`src/rtl/core/tilt_pkg.sv`:
```
// Shared types, constants and the arctangent step table for the tilt angle core.
// Depends on nothing; the channel interfaces and the core in rtl/core import it.
`timescale 1ns / 1ps

package tilt_pkg;

   localparam int SAMPLE_W     = 12;
   localparam int CFG_W        = 18;
   localparam int ANGLE_W      = 16;
   localparam int DEF_WINDOW   = 25;
   localparam int PRESHIFT     = 12;
   localparam int CORDIC_STEPS = 16;
   localparam int STEP_W       = $clog2(CORDIC_STEPS);
   localparam int ACC_W        = 21;
   localparam int ROUND_BITS   = 4;
   localparam int ANGLE_LIMIT  = 23040;

   localparam logic [CFG_W-1:0]        CENTER_RESET = CFG_W'(51175);
   localparam logic signed [ACC_W-1:0] QUARTER_TURN = ACC_W'(184318);

   // Axis tag carried with each sample.
   localparam logic AXIS_X = 1'b0;
   localparam logic AXIS_Y = 1'b1;

   typedef logic signed [ACC_W-1:0] acc_type;

   typedef enum logic [2:0] {
      ST_IDLE,
      ST_UPDATE,
      ST_SETUP,
      ST_ROTATE,
      ST_FINISH
   } tilt_state_type;

   // atan(2^-i) in 1/2048 degree.
   function automatic acc_type atan_entry(input logic [STEP_W-1:0] step);
      acc_type val;
      case (step)
         4'd0:    val = ACC_W'(92159);
         4'd1:    val = ACC_W'(54404);
         4'd2:    val = ACC_W'(28746);
         4'd3:    val = ACC_W'(14592);
         4'd4:    val = ACC_W'(7324);
         4'd5:    val = ACC_W'(3666);
         4'd6:    val = ACC_W'(1833);
         4'd7:    val = ACC_W'(917);
         4'd8:    val = ACC_W'(458);
         4'd9:    val = ACC_W'(229);
         4'd10:   val = ACC_W'(115);
         4'd11:   val = ACC_W'(57);
         4'd12:   val = ACC_W'(29);
         4'd13:   val = ACC_W'(14);
         4'd14:   val = ACC_W'(7);
         default: val = ACC_W'(4);
      endcase
      return val;
   endfunction

endpackage

```
`src/rtl/core/tilt_req_if.sv`:
```
// Sample channel: valid/ready plus the axis tag and the 12-bit sample.
// Depends on tilt_pkg.
`timescale 1ns / 1ps

interface tilt_req_if;
   import tilt_pkg::*;

   logic                valid;
   logic                ready;
   logic                req_type;
   logic [SAMPLE_W-1:0] sample;

   modport source (output valid, output req_type, output sample, input ready);
   modport sink   (input valid, input req_type, input sample, output ready);
endinterface

```
`src/rtl/core/tilt_rsp_if.sv`:
```
// Angle channel: valid/ready plus the signed tilt angle.
// Depends on tilt_pkg.
`timescale 1ns / 1ps

interface tilt_rsp_if;
   import tilt_pkg::*;

   logic                      valid;
   logic                      ready;
   logic signed [ANGLE_W-1:0] angle;

   modport source (output valid, output angle, input ready);
   modport sink   (input valid, input angle, output ready);
endinterface

```
`src/rtl/core/tilt_csr_if.sv`:
```
// Configuration write channel: valid/ready plus the center offset value.
// Depends on tilt_pkg.
`timescale 1ns / 1ps

interface tilt_csr_if;
   import tilt_pkg::*;

   logic             valid;
   logic             ready;
   logic [CFG_W-1:0] center_offset;

   modport source (output valid, output center_offset, input ready);
   modport sink   (input valid, input center_offset, output ready);
endinterface

```
`src/rtl/core/tilt_angle_from_window_sums_core.sv`:
```
// Tilt angle core: windowed accelerometer sums, then a CORDIC arctangent.
// Depends on tilt_pkg, the tilt_*_if channel interfaces and tilt_ram.
`timescale 1ns / 1ps

// Usage
// The req_chan channel carries one accelerometer sample per beat, tagged X
// (req_type = 0) or Y (req_type = 1). Each sample replaces the entry at the
// current slot of its axis ring and updates that axis's running sum; only a
// Y sample advances the slot. When the slot wraps after WINDOW Y samples,
// one angle beat leaves on rsp_chan: 57.295 * atan2(center - x_sum,
// center - y_sum) in 1/128 degree, rounded and limited to +-23040.
// The csr_chan channel writes center_offset; it is always ready and should
// be written only while no sample is in flight.
// Timing: a sample that does not wrap the window is accepted in ST_IDLE,
// then gets its ring read-modify-write in ST_UPDATE; req_chan is ready only
// in ST_IDLE, so no new sample is taken until the last one is through.
// A wrapping Y sample then forms the differences in ST_SETUP, runs the 16
// CORDIC iterations in ST_ROTATE (one shared shift-add unit, one step per cycle)
// and is rounded in ST_FINISH. The angle sits in an output register, so new
// samples are taken while it waits; a second angle that finishes before the
// first is taken stalls the core until rsp_chan.ready frees the register.
// Reset (synchronous, active high) clears sums, slot and ring valid bits so
// the rings read as zero, and loads center_offset with 51175.

module tilt_angle_from_window_sums_core #(
   parameter int WINDOW = tilt_pkg::DEF_WINDOW
) (
   input  logic       clock,
   input  logic       reset,
   tilt_req_if.sink   req_chan,
   tilt_rsp_if.source rsp_chan,
   tilt_csr_if.sink   csr_chan
);
   import tilt_pkg::*;

   localparam int SLOT_W   = (WINDOW > 1) ? $clog2(WINDOW) : 1;
   localparam int SUM_W    = $clog2(WINDOW * ((1 << SAMPLE_W) - 1) + 1);
   localparam int DIFF_W   = ((CFG_W > SUM_W) ? CFG_W : SUM_W) + 1;
   // Room for the pre-shift, the CORDIC gain and the diagonal magnitude.
   localparam int CORDIC_W = DIFF_W + PRESHIFT + 3;
   localparam logic [SLOT_W-1:0] SLOT_LAST = SLOT_W'(WINDOW - 1);
   localparam logic [STEP_W-1:0] STEP_LAST = STEP_W'(CORDIC_STEPS - 1);

   // Control and datapath registers.
   tilt_state_type             state_ff, state_in;
   logic [SLOT_W-1:0]          slot_ff, slot_in;
   logic [SUM_W-1:0]           x_sum_ff, x_sum_in;
   logic [SUM_W-1:0]           y_sum_ff, y_sum_in;
   logic [WINDOW-1:0]          x_vld_ff, x_vld_in;
   logic [WINDOW-1:0]          y_vld_ff, y_vld_in;
   logic [CFG_W-1:0]           center_ff, center_in;
   logic                       kind_ff, kind_in;
   logic [SAMPLE_W-1:0]        sample_ff, sample_in;
   logic signed [CORDIC_W-1:0] cx_ff, cx_in;
   logic signed [CORDIC_W-1:0] cy_ff, cy_in;
   acc_type                    acc_ff, acc_in;
   logic [STEP_W-1:0]          step_ff, step_in;
   logic                       zero_ff, zero_in;
   logic                       rsp_valid_ff, rsp_valid_in;
   logic signed [ANGLE_W-1:0]  angle_ff, angle_in;

   // Decoded controls.
   logic req_ready;
   logic req_accept;
   logic x_wr_en;
   logic y_wr_en;
   logic load_rsp;

   // Ring memories.
   logic [SAMPLE_W-1:0] x_rd_data;
   logic [SAMPLE_W-1:0] y_rd_data;
   logic [SAMPLE_W-1:0] old_x;
   logic [SAMPLE_W-1:0] old_y;

   // Setup, CORDIC and rounding terms.
   logic signed [DIFF_W-1:0]   num_diff;
   logic signed [DIFF_W-1:0]   den_diff;
   logic signed [CORDIC_W-1:0] num_wide;
   logic signed [CORDIC_W-1:0] den_wide;
   logic signed [CORDIC_W-1:0] x_shift;
   logic signed [CORDIC_W-1:0] y_shift;
   logic                       y_positive;
   logic [ACC_W-1:0]           acc_mag;
   logic [ACC_W-1:0]           q_mag;
   logic [ANGLE_W-1:0]         q_sat;
   logic signed [ANGLE_W-1:0]  angle_rounded;

   assign req_accept = req_chan.valid && req_ready;

   tilt_ram #(
      .WIDTH (SAMPLE_W),
      .DEPTH (WINDOW),
      .ADDR_W(SLOT_W)
   ) x_ring (
      .clock  (clock),
      .wr_en  (x_wr_en),
      .wr_addr(slot_ff),
      .wr_data(sample_ff),
      .rd_en  (req_accept),
      .rd_addr(slot_ff),
      .rd_data(x_rd_data)
   );

   tilt_ram #(
      .WIDTH (SAMPLE_W),
      .DEPTH (WINDOW),
      .ADDR_W(SLOT_W)
   ) y_ring (
      .clock  (clock),
      .wr_en  (y_wr_en),
      .wr_addr(slot_ff),
      .wr_data(sample_ff),
      .rd_en  (req_accept),
      .rd_addr(slot_ff),
      .rd_data(y_rd_data)
   );

   // An entry never written since reset reads as zero.
   assign old_x = x_vld_ff[slot_ff] ? x_rd_data : '0;
   assign old_y = y_vld_ff[slot_ff] ? y_rd_data : '0;

   // Next state.
   always_comb begin
      state_in = state_ff;
      unique case (state_ff)
         ST_IDLE: begin
            if (req_chan.valid) begin
               state_in = ST_UPDATE;
            end
         end
         ST_UPDATE: begin
            if (kind_ff == AXIS_Y && slot_ff == SLOT_LAST) begin
               state_in = ST_SETUP;
            end else begin
               state_in = ST_IDLE;
            end
         end
         ST_SETUP: begin
            state_in = ST_ROTATE;
         end
         ST_ROTATE: begin
            if (step_ff == STEP_LAST) begin
               state_in = ST_FINISH;
            end
         end
         ST_FINISH: begin
            if (!rsp_valid_ff || rsp_chan.ready) begin
               state_in = ST_IDLE;
            end
         end
         default: begin
            state_in = ST_IDLE;
         end
      endcase
   end

   // Outputs of the sequencer.
   always_comb begin
      req_ready = 1'b0;
      x_wr_en   = 1'b0;
      y_wr_en   = 1'b0;
      load_rsp  = 1'b0;
      unique case (state_ff)
         ST_IDLE: begin
            req_ready = 1'b1;
         end
         ST_UPDATE: begin
            x_wr_en = (kind_ff == AXIS_X);
            y_wr_en = (kind_ff == AXIS_Y);
         end
         ST_SETUP, ST_ROTATE: begin
         end
         ST_FINISH: begin
            load_rsp = !rsp_valid_ff || rsp_chan.ready;
         end
         default: begin
         end
      endcase
   end

   // Differences against the zero-tilt sum, pre-scaled for the CORDIC.
   assign num_diff = $signed({1'b0, center_ff}) - $signed({1'b0, x_sum_ff});
   assign den_diff = $signed({1'b0, center_ff}) - $signed({1'b0, y_sum_ff});
   assign num_wide = CORDIC_W'(num_diff) <<< PRESHIFT;
   assign den_wide = CORDIC_W'(den_diff) <<< PRESHIFT;

   // One vectoring step per cycle; arithmetic shifts round toward minus infinity.
   assign x_shift    = cx_ff >>> step_ff;
   assign y_shift    = cy_ff >>> step_ff;
   assign y_positive = !cy_ff[CORDIC_W-1] && (cy_ff != '0);

   // Accumulator is in 1/2048 degree; round halves away from zero to 1/128 degree.
   always_comb begin
      acc_mag = acc_ff[ACC_W-1] ? ACC_W'(-acc_ff) : ACC_W'(acc_ff);
      q_mag   = (acc_mag + ACC_W'(1 << (ROUND_BITS - 1))) >> ROUND_BITS;
      if (q_mag > ACC_W'(ANGLE_LIMIT)) begin
         q_sat = ANGLE_W'(ANGLE_LIMIT);
      end else begin
         q_sat = q_mag[ANGLE_W-1:0];
      end
      if (zero_ff) begin
         angle_rounded = '0;
      end else if (acc_ff[ACC_W-1]) begin
         angle_rounded = -$signed(q_sat);
      end else begin
         angle_rounded = $signed(q_sat);
      end
   end

   // Datapath next values.
   always_comb begin
      slot_in      = slot_ff;
      x_sum_in     = x_sum_ff;
      y_sum_in     = y_sum_ff;
      x_vld_in     = x_vld_ff;
      y_vld_in     = y_vld_ff;
      kind_in      = kind_ff;
      sample_in    = sample_ff;
      cx_in        = cx_ff;
      cy_in        = cy_ff;
      acc_in       = acc_ff;
      step_in      = step_ff;
      zero_in      = zero_ff;
      angle_in     = angle_ff;
      center_in    = center_ff;
      rsp_valid_in = rsp_valid_ff;

      if (csr_chan.valid) begin
         center_in = csr_chan.center_offset;
      end

      if (req_accept) begin
         kind_in   = req_chan.req_type;
         sample_in = req_chan.sample;
      end

      if (state_ff == ST_UPDATE) begin
         if (kind_ff == AXIS_X) begin
            x_sum_in          = x_sum_ff - SUM_W'(old_x) + SUM_W'(sample_ff);
            x_vld_in[slot_ff] = 1'b1;
         end else begin
            y_sum_in          = y_sum_ff - SUM_W'(old_y) + SUM_W'(sample_ff);
            y_vld_in[slot_ff] = 1'b1;
            slot_in           = (slot_ff == SLOT_LAST) ? '0 : slot_ff + SLOT_W'(1);
         end
      end

      if (state_ff == ST_SETUP) begin
         // Pre-rotate by a quarter turn so the x component is non-negative.
         zero_in = (num_diff == '0) && (den_diff == '0);
         step_in = '0;
         if (!num_diff[DIFF_W-1]) begin
            cx_in  = num_wide;
            cy_in  = -den_wide;
            acc_in = QUARTER_TURN;
         end else begin
            cx_in  = -num_wide;
            cy_in  = den_wide;
            acc_in = -QUARTER_TURN;
         end
      end

      if (state_ff == ST_ROTATE) begin
         step_in = step_ff + STEP_W'(1);
         if (y_positive) begin
            cx_in  = cx_ff + y_shift;
            cy_in  = cy_ff - x_shift;
            acc_in = acc_ff + atan_entry(step_ff);
         end else begin
            cx_in  = cx_ff - y_shift;
            cy_in  = cy_ff + x_shift;
            acc_in = acc_ff - atan_entry(step_ff);
         end
      end

      if (load_rsp) begin
         rsp_valid_in = 1'b1;
         angle_in     = angle_rounded;
      end else if (rsp_chan.ready) begin
         rsp_valid_in = 1'b0;
      end
   end

   always_ff @(posedge clock) begin
      if (reset) begin
         state_ff     <= ST_IDLE;
         slot_ff      <= '0;
         x_sum_ff     <= '0;
         y_sum_ff     <= '0;
         x_vld_ff     <= '0;
         y_vld_ff     <= '0;
         center_ff    <= CENTER_RESET;
         rsp_valid_ff <= 1'b0;
      end else begin
         state_ff     <= state_in;
         slot_ff      <= slot_in;
         x_sum_ff     <= x_sum_in;
         y_sum_ff     <= y_sum_in;
         x_vld_ff     <= x_vld_in;
         y_vld_ff     <= y_vld_in;
         center_ff    <= center_in;
         rsp_valid_ff <= rsp_valid_in;
      end
      kind_ff   <= kind_in;
      sample_ff <= sample_in;
      cx_ff     <= cx_in;
      cy_ff     <= cy_in;
      acc_ff    <= acc_in;
      step_ff   <= step_in;
      zero_ff   <= zero_in;
      angle_ff  <= angle_in;
   end

   assign req_chan.ready = req_ready;
   assign rsp_chan.valid = rsp_valid_ff;
   assign rsp_chan.angle = angle_ff;
   assign csr_chan.ready = 1'b1;

   // The slot index never leaves the ring.
   a_slot_range: assert property (@(posedge clock) disable iff (reset)
      slot_ff <= SLOT_LAST)
      else $error("slot index beyond ring depth");

   // An accepted sample is followed by its ring read-modify-write.
   a_accept_update: assert property (@(posedge clock) disable iff (reset)
      req_accept |=> state_ff == ST_UPDATE)
      else $error("accepted sample not followed by ring update");

   // The last CORDIC step hands over to rounding.
   a_cordic_end: assert property (@(posedge clock) disable iff (reset)
      (state_ff == ST_ROTATE && step_ff == STEP_LAST) |=> state_ff == ST_FINISH)
      else $error("CORDIC pass did not end after its last step");

   // A delivered angle is always within the half-turn limit.
   a_angle_range: assert property (@(posedge clock) disable iff (reset)
      rsp_valid_ff |-> (angle_ff <= ANGLE_W'(ANGLE_LIMIT)
                        && angle_ff >= -ANGLE_W'(ANGLE_LIMIT)))
      else $error("angle outside the half-turn limit");

   // A window wrap starts a CORDIC pass.
   a_wrap_setup: assert property (@(posedge clock) disable iff (reset)
      (state_ff == ST_UPDATE && kind_ff == AXIS_Y && slot_ff == SLOT_LAST)
      |=> (state_ff == ST_SETUP && slot_ff == '0))
      else $error("window wrap did not start an angle computation");

endmodule

```
`src/rtl/core/tilt_ram.sv`:
```
// Generic single-write, single-read RAM with a registered read port.
// Standalone; used for the per-axis sample rings.
`timescale 1ns / 1ps

module tilt_ram #(
   parameter int WIDTH = 12,
   parameter int DEPTH = 25,
   parameter int ADDR_W = (DEPTH > 1) ? $clog2(DEPTH) : 1
) (
   input  logic              clock,
   input  logic              wr_en,
   input  logic [ADDR_W-1:0] wr_addr,
   input  logic [WIDTH-1:0]  wr_data,
   input  logic              rd_en,
   input  logic [ADDR_W-1:0] rd_addr,
   output logic [WIDTH-1:0]  rd_data
);

   logic [WIDTH-1:0] mem_ff [DEPTH];
   logic [WIDTH-1:0] rd_data_ff;

   always_ff @(posedge clock) begin
      if (wr_en) begin
         mem_ff[wr_addr] <= wr_data;
      end
      if (rd_en) begin
         rd_data_ff <= mem_ff[rd_addr];
      end
   end

   assign rd_data = rd_data_ff;

endmodule
```
`src/flat_wrapper.sv`:
```
// flat-port wrapper written by rule: the top's interface ports become plain ports
module tilt_angle_from_window_sums_core_flat import tilt_pkg::*;
#(
   parameter int WINDOW = tilt_pkg::DEF_WINDOW
)
  (clock, reset, req_chan_valid, req_chan_req_type, req_chan_sample, req_chan_ready, rsp_chan_valid, rsp_chan_angle, rsp_chan_ready, csr_chan_valid, csr_chan_center_offset, csr_chan_ready);
  tilt_req_if req_chan_i ();
  tilt_rsp_if rsp_chan_i ();
  tilt_csr_if csr_chan_i ();
  input  logic clock;
  input  logic reset;
  input wire logic [$bits(req_chan_i.valid)-1:0] req_chan_valid;
  input wire logic [$bits(req_chan_i.req_type)-1:0] req_chan_req_type;
  input wire logic [$bits(req_chan_i.sample)-1:0] req_chan_sample;
  output wire logic [$bits(req_chan_i.ready)-1:0] req_chan_ready;
  output wire logic [$bits(rsp_chan_i.valid)-1:0] rsp_chan_valid;
  output wire logic [$bits(rsp_chan_i.angle)-1:0] rsp_chan_angle;
  input wire logic [$bits(rsp_chan_i.ready)-1:0] rsp_chan_ready;
  input wire logic [$bits(csr_chan_i.valid)-1:0] csr_chan_valid;
  input wire logic [$bits(csr_chan_i.center_offset)-1:0] csr_chan_center_offset;
  output wire logic [$bits(csr_chan_i.ready)-1:0] csr_chan_ready;
  assign req_chan_i.valid = req_chan_valid;
  assign req_chan_i.req_type = req_chan_req_type;
  assign req_chan_i.sample = req_chan_sample;
  assign req_chan_ready = req_chan_i.ready;
  assign rsp_chan_valid = rsp_chan_i.valid;
  assign rsp_chan_angle = rsp_chan_i.angle;
  assign rsp_chan_i.ready = rsp_chan_ready;
  assign csr_chan_i.valid = csr_chan_valid;
  assign csr_chan_i.center_offset = csr_chan_center_offset;
  assign csr_chan_ready = csr_chan_i.ready;
  tilt_angle_from_window_sums_core #(.WINDOW(WINDOW)) u_core (.clock(clock), .reset(reset), .req_chan(req_chan_i), .rsp_chan(rsp_chan_i), .csr_chan(csr_chan_i));
endmodule
```
`config.mk`:
```
export PLATFORM = sky130hd
export DESIGN_NAME = tilt_angle_from_window_sums_core_flat
export DESIGN_NICKNAME = d
export VERILOG_FILES = /design/src/rtl/core/tilt_pkg.sv /design/src/rtl/core/tilt_req_if.sv /design/src/rtl/core/tilt_rsp_if.sv /design/src/rtl/core/tilt_csr_if.sv /design/src/rtl/core/tilt_angle_from_window_sums_core.sv /design/src/rtl/core/tilt_ram.sv /design/src/flat_wrapper.sv
export SDC_FILE = /design/constraint.sdc
export NUM_CORES = 2
export LEC_CHECK = 0
export ABC_CLOCK_PERIOD_IN_PS = 6340
export BUFFER_PORTS_ARGS = -buffer_cell sky130_fd_sc_hd__buf_2
export CAP_MARGIN = 25
export CORE_MARGIN = 2
export CORE_UTILIZATION = 58
export CTS_CLUSTER_DIAMETER = 40
export DETAILED_ROUTE_END_ITERATION = 12
export GPL_ROUTABILITY_DRIVEN = 0
export GPL_TIMING_DRIVEN = 0
export HOLD_SLACK_MARGIN = 0.06
export PLACE_DENSITY = 0.84
export SYNTH_ARGS = -nofsm -noshare
export SYNTH_HDL_FRONTEND = slang
export SYNTH_SLANG_ARGS = --single-unit
```
`constraint.sdc`:
```
create_clock -name clock -period 6.34 [get_ports clock]
set_input_delay 1.268 -clock clock [delete_from_list [all_inputs] [get_ports clock]]
set_output_delay 1.268 -clock clock [all_outputs]
set_load 0.01 [all_outputs]
```
# After elaboration in Yosys (flattened, before gate mapping)
# Memory sizes are Yosys's and may differ from the RTL's. A register that Yosys moved wholly into a read port is not among the register bits.
# Cells that the tools add are included.
# Widths: inputs -> output; s select.
[totals]
regBits = 234
out_inout_bits = 19
ram_bits = 600
latch_bits = 0
wordCells = 120
mem_count = 4
romBits = 544
in_bits = 36
[mem_list]
columns = ["memory", "words", "width", "read_ports", "rd_clocked_by_memory_dff", "write_ports", "line", "rtl"]
rows = [
  ["u_core.x_ring.mem_ff", 25, 12, 1, 1, 1, "tilt_ram.sv:19", "logic [WIDTH-1:0] mem_ff [DEPTH];"],
  ["u_core.y_ring.mem_ff", 25, 12, 1, 1, 1, "tilt_ram.sv:19", ""],
  ["(no name shown)", 16, 17, 1, 1, 0, "tilt_pkg.sv:38", "case (step)"],
  ["(no name shown)", 16, 17, 1, 1, 0, "tilt_pkg.sv:38", ""],
]
[op_classes]
n_mul = 0
reduce_logical = 17
shift = 2
n_bitwise = 3
order_cmp = 3
add_sub_neg = 19
n_div = 0
n_eq_ne = 9
n_mux = 47
[ops]
columns = ["operator", "count"]
rows = [
  ["$mux 34", 8],
  ["$mux 21", 9],
  ["$add 34x34->34", 2],
  ["$neg 31->34", 2],
  ["$sshr 34x4->34", 2],
  ["$sub 34x34->34", 2],
  ["$or 25x25->25", 2],
  ["$logic_not 19->1", 2],
  ["$sub 18x17->19", 2],
  ["$add 17x12->17", 2],
  ["$reduce_bool 34->1", 1],
  ["$sub 17x12->17", 2],
  ["$mux 16", 2],
  ["$mux 12", 2],
  ["$add 21x21->21", 1],
  ["$add 21x4->21 const B", 1],
  ["$neg 21->21", 1],
  ["$sub 21x21->21", 1],
  ["$gt 17x15->1 const B", 1],
  ["$mux 4", 4],
  ["$neg 16->16", 1],
  ["$pmux 3 s5", 1],
  ["$mux 1", 13],
  ["$bmux 1 s5", 2],
  ["other kinds (23)", 34],
]

# Depth between registers and ports, before layout
[depth]
word_depth = 7
ltp_mapped = 27
ltp_nobuf = 21

# Cells and area by module
# From an unflattened synthesis, not the netlist that was laid out.
[hier_totals]
hier_cells = 4104
hier_area_um2 = 49332.3
[modules_own_cells]
columns = ["mod", "area_per_inst_um2", "cells_per_inst", "n_inst", "seq_area_each_um2"]
rows = [
  ["tilt_angle_from_window_sums_core", 24926.4, 2896, 1, 6256.0],
  ["tilt_ram", 12203.0, 604, 2, 9369.0],
]

# Worst setup path after synthesis
# OpenSTA, ideal clock, no wires.
[synth_path]
path_kind = "flip-flop to flip-flop"
from = "reg u_core.step_ff[1]"
to = "reg u_core.cx_ff[33], data pin"
slack_ns = 0.394
required_time_ns = 6.075
path_buffers = 4
path_stages_with_launch = 25
setup_time_ns = 0.265
arrival_ns = 5.681
period_less_slack_ns = 5.946
cell_sequence = "edfxtp_1 -> clkbuf_1 -> buf_2 -> buf_2 -> buf_1 -> mux4_2 -> mux2_2 -> mux2i_1 -> ha_1 -> and4_1 -> nand3_1 -> or2_2 -> o21ai_0 -> xor2_1 -> ha_1 -> a21o_1 -> a21oi_1 -> o21bai_1 -> a21oi_1 -> o21bai_1 -> o41ai_1 -> o21ai_0 -> a2111oi_0 -> o31ai_1 -> mux2i_1"
[synth_between]
elab_chain_len = 4
word_cells_on_any_way = 5
classes_between = "add/sub (2); shift (1); mux (2)"
[synth_rtl]
columns = ["item", "line", "rtl"]
rows = [
  ["start: declaration", "tilt_angle_from_window_sums_core.sv:57", "logic [STEP_W-1:0] step_ff, step_in;"],
  ["start signal: assignment", "tilt_angle_from_window_sums_core.sv:309", "step_ff <= step_in;"],
  ["$sshr 34x4->34 (*)", "tilt_angle_from_window_sums_core.sv:189", "assign y_shift = cy_ff >>> step_ff;"],
  ["$sub 34x34->34 / $add 34x34->34 (equally long branches)", "tilt_angle_from_window_sums_core.sv:270, tilt_angle_from_window_sums_core.sv:266", ""],
  ["$mux 34 (*)", "tilt_angle_from_window_sums_core.sv:265", "if (y_positive) begin"],
  ["$mux 34 (*)", "tilt_angle_from_window_sums_core.sv:263", "if (state_ff == ST_ROTATE) begin"],
  ["net u_core.cx_in[33]", "tilt_angle_from_window_sums_core.sv:54", "logic signed [CORDIC_W-1:0] cx_ff, cx_in;"],
  ["end signal: assignment", "tilt_angle_from_window_sums_core.sv:306", "cx_ff <= cx_in;"],
  ["end: declaration", "tilt_angle_from_window_sums_core.sv:54", ""],
]
# The timed path passes the listed nets; every way through them passes the cells marked *.
# A chain may end at the register's enable or synchronous reset.

# Worst setup path in the final report
# Same ends and word-level chain as after synthesis.

==> run metrics <==
area growth from synthesis to layout 15.2%; Post-synth EDFFs 747; met1 usage 42.5%; largest net degree at the start of global routing 58; fill count 5336; Worst Path Arrival 6710 ps; Post-synth ARST share 0%; Hold WC Path Type reg -> reg; dpl cells 5046; type of destination of the critical path flop; gr usage total 35.1%; period utilization 98.8%; static leakage 0.0193 uW; kind of critical path reg -> reg; remaining antenna violation count 0; Final Critical Period 6260 ps; Synth Net Count 4083; Gate power share 11.9%; CTS clock-pin slew for the worst setup and hold paths 60 ps; clock share of power 44.6%; Initial DRC Count 5924; Starting Density 58.5%; Seq pwr share 43.5%; hold_buf cts 0; top_reg_cell synth edfxtp_1; slowest stage cell, crit path edfxtp_1; Placement Setup Slack -1380 ps; status finished with violations; Routed WL per cell 29.2 um; Final Util 67.4%; share of cells above drive strength 1 17.9%; Cells after Synth 3845; Rows 105; failing checks DRC; Finished Layout Cells 5278; H-Tree Depth 3; GR Util met2 55.9%; Sink Count 875; Max Clk Rate 0.160 GHz; initial antenna violation count 1; worst-margin pin slew 1240 ps; die area 85200 sq um; crit-path max FO 10; clk_lat worst skew 740 ps; synthesized area 48100 sq um; Synth Warn # 0; Final Hold Viols 0; placed cell areas 50800 sq um; DR pass1 iterations 13; final slew viol count 0; Max Cap Viol 0; Residual DRC 44; most common cell after layout, fill and taps aside edfxtp_1; R2R setup slack 80 ps; DR vias/cell 7.04; grt total ovfl 0; Net Sw Frac 26.4%; Pint 10800 uW; final worst slack 76.6 ps; design area 55400 sq um; Final setup viols 0; dpl hpwl 102 mm; most frequent CP cell buf_4; Syn Area/Cell 12.5 sq um; Final #Nets 4349; CTS Buf Count 110; CTS Root Buffer Type clkbuf_16; register area share after synthesis 52.0%; most frequent cells in the layout edfxtp_1 (747), nor2_1 (372), mux4_2 (237), nand2_1 (219), a21oi_1 (213); Die Wd 292 um; synth unique cells 87; clock skew 84.7 ps; WL final 154 mm; Die Span Y 292 um; Clock Path Buffers 3; I/O pins 55; P_sw 3890 uW; Startpoint Class flop; maximum vdd ir drop 310 uV; port bufs 51; #FFs+latches synth 875; Rel. slew slack 17.1%; met3 GRT Util 9.00%; CTS tree built; Core Area 82100 sq um; vias in the first global route 35800; CP cell instances clkbuf_4, buf_4, buf_4, mux4_2, mux2_2, mux2i_4, ha_4, and4_2, nand3_2, or2_2, nand2_1, xor2_1, ha_1, nand3_1, or3_1, nor2_1, o211ai_1, a21oi_1, o41ai_2, o21ai_2, a2111oi_4, o31ai_1, mux2i_1; GR peak layer met2; first-pass GRT wire length 223 mm; total number of vias 37100; Worst path max stage delay 480 ps; Worst EP required 6790 ps; Power Dens Cells 266 nW/um^2
==> critical path, delay by kind of cell, from the launching register on <==
kind            cells  cell delay (ps)
xor+xnor            1               80
flops               1              480
mux                 4             1000
compound gates      6             1590
simple gates        7             1550
buf+inv             3              750
fa+ha+maj           2              560
==> stage by stage <==
step	hold WS (ps)	power (uW)	setup TNS, ps
after floorplan	432	7640	0
after global placement	438	8040	-25460
after detailed placement	443	8160	-21270
after CTS	451	14600	0
after global routing	466	15000	-190
final	452	14700	0
==> worst paths after layout <==
check | from | end | cells after the start
worst min register to register | u_core.x_sum_ff[4] | u_core.x_sum_ff[4] | 2
worst min-delay path | u_core.x_sum_ff[4] | u_core.x_sum_ff[4] | 2
worst max register to register | u_core.step_ff[1] | u_core.cx_ff[33] | 23
worst max-delay path | u_core.step_ff[1] | u_core.cx_ff[33] | 23
==> cell type report <==
cell class              instances  area, sq um  area share (%)
diodes                          1         2.50         0.00452
plain buffers                 180          887            1.60
clock buffers                 130         2950            5.33
clock inverters                78          930            1.68
inverters                     170          641            1.16
multi-input cells            2616        21900            39.6
flip-flops and latches        875        25000            45.1
well taps                    1070         1340            2.42
repair buffers                158         1720            3.10
==> layer usage <==
layer	routed length [um]	vias to the layer above
met5	48	-
met4	13100	2
met3	19100	877
met2	71100	3306
met1	50800	17700
li1	-	15200
==> state kept, by name, indices dropped and copies added (netlist names), 5 cells and up, named ones only <==
register	count
u_core.x_vld_ff	25
u_core.cy_ff	34
u_core.center_ff	18
u_core.acc_ff	21
u_core.y_vld_ff	25
u_core.y_sum_ff	17
u_core.sample_ff	12
u_core.cx_ff	34
u_core.x_ring.rd_data	12
u_core.rsp_chan.angle	16
u_core.y_ring.mem_ff	300
u_core.x_sum_ff	17
u_core.x_ring.mem_ff	300
u_core.y_ring.rd_data	12
u_core.slot_ff	5
==> repair_timing <==
action                                  in CTS  in global routing
endpoints found under the setup margin      50                 26
gates resized for setup                     60                 74
pin swaps                                    4                  5
cloned                                       0                  0
buffers inserted                             2                 11
==> Yosys cell counts, drive strengths merged (53+ instances only) <==
library cell  instances  area share, %
a21o                 55           0.86
clkbuf              129            1.0
o21ai               150            1.6
ha                  173            4.5
nor3                 67           0.71
mux2                 55            1.3
buf                  55           0.55
inv                 169            1.3
nor2                374            2.9
nand3                53           0.55
a21oi               214            2.2
xnor2               152            2.8
xor2                104            1.9
mux4                237             11
mux2i               100            2.1
edfxtp              747             47
dfxtp               128            5.3
nand2               219            1.7
==> power by group through the flow <==
stage / clock network (uW) / registers [uW] / logic (uW)
2_1_floorplan: 0 / 6530 / 1110
3_3_place_gp: 0 / 6590 / 1450
3_5_place_dp: 0 / 6520 / 1640
4_1_cts: 6520 / 6400 / 1660
5_1_grt: 6760 / 6410 / 1860
6_report: 6560 / 6400 / 1750
==> kinds of logic (layout without fill, tap and decap cells) <==
family / count (synthesis) / after routing / share of synthesized area (%)
AND/OR/NAND/NOR: 995 / 995 / 9.81
multiplexers: 392 / 392 / 14.5
XOR/XNOR: 256 / 256 / 4.66
buffers and inverters: 354 / 716 / 2.88
AO/OA/AOI/OAI: 770 / 770 / 10.5
flip-flops: 875 / 875 / 52.0
adder cells (fa/ha/maj): 202 / 202 / 5.71
other: 1 / 2 / 0.00780
(Power assumes the default switching activity.)
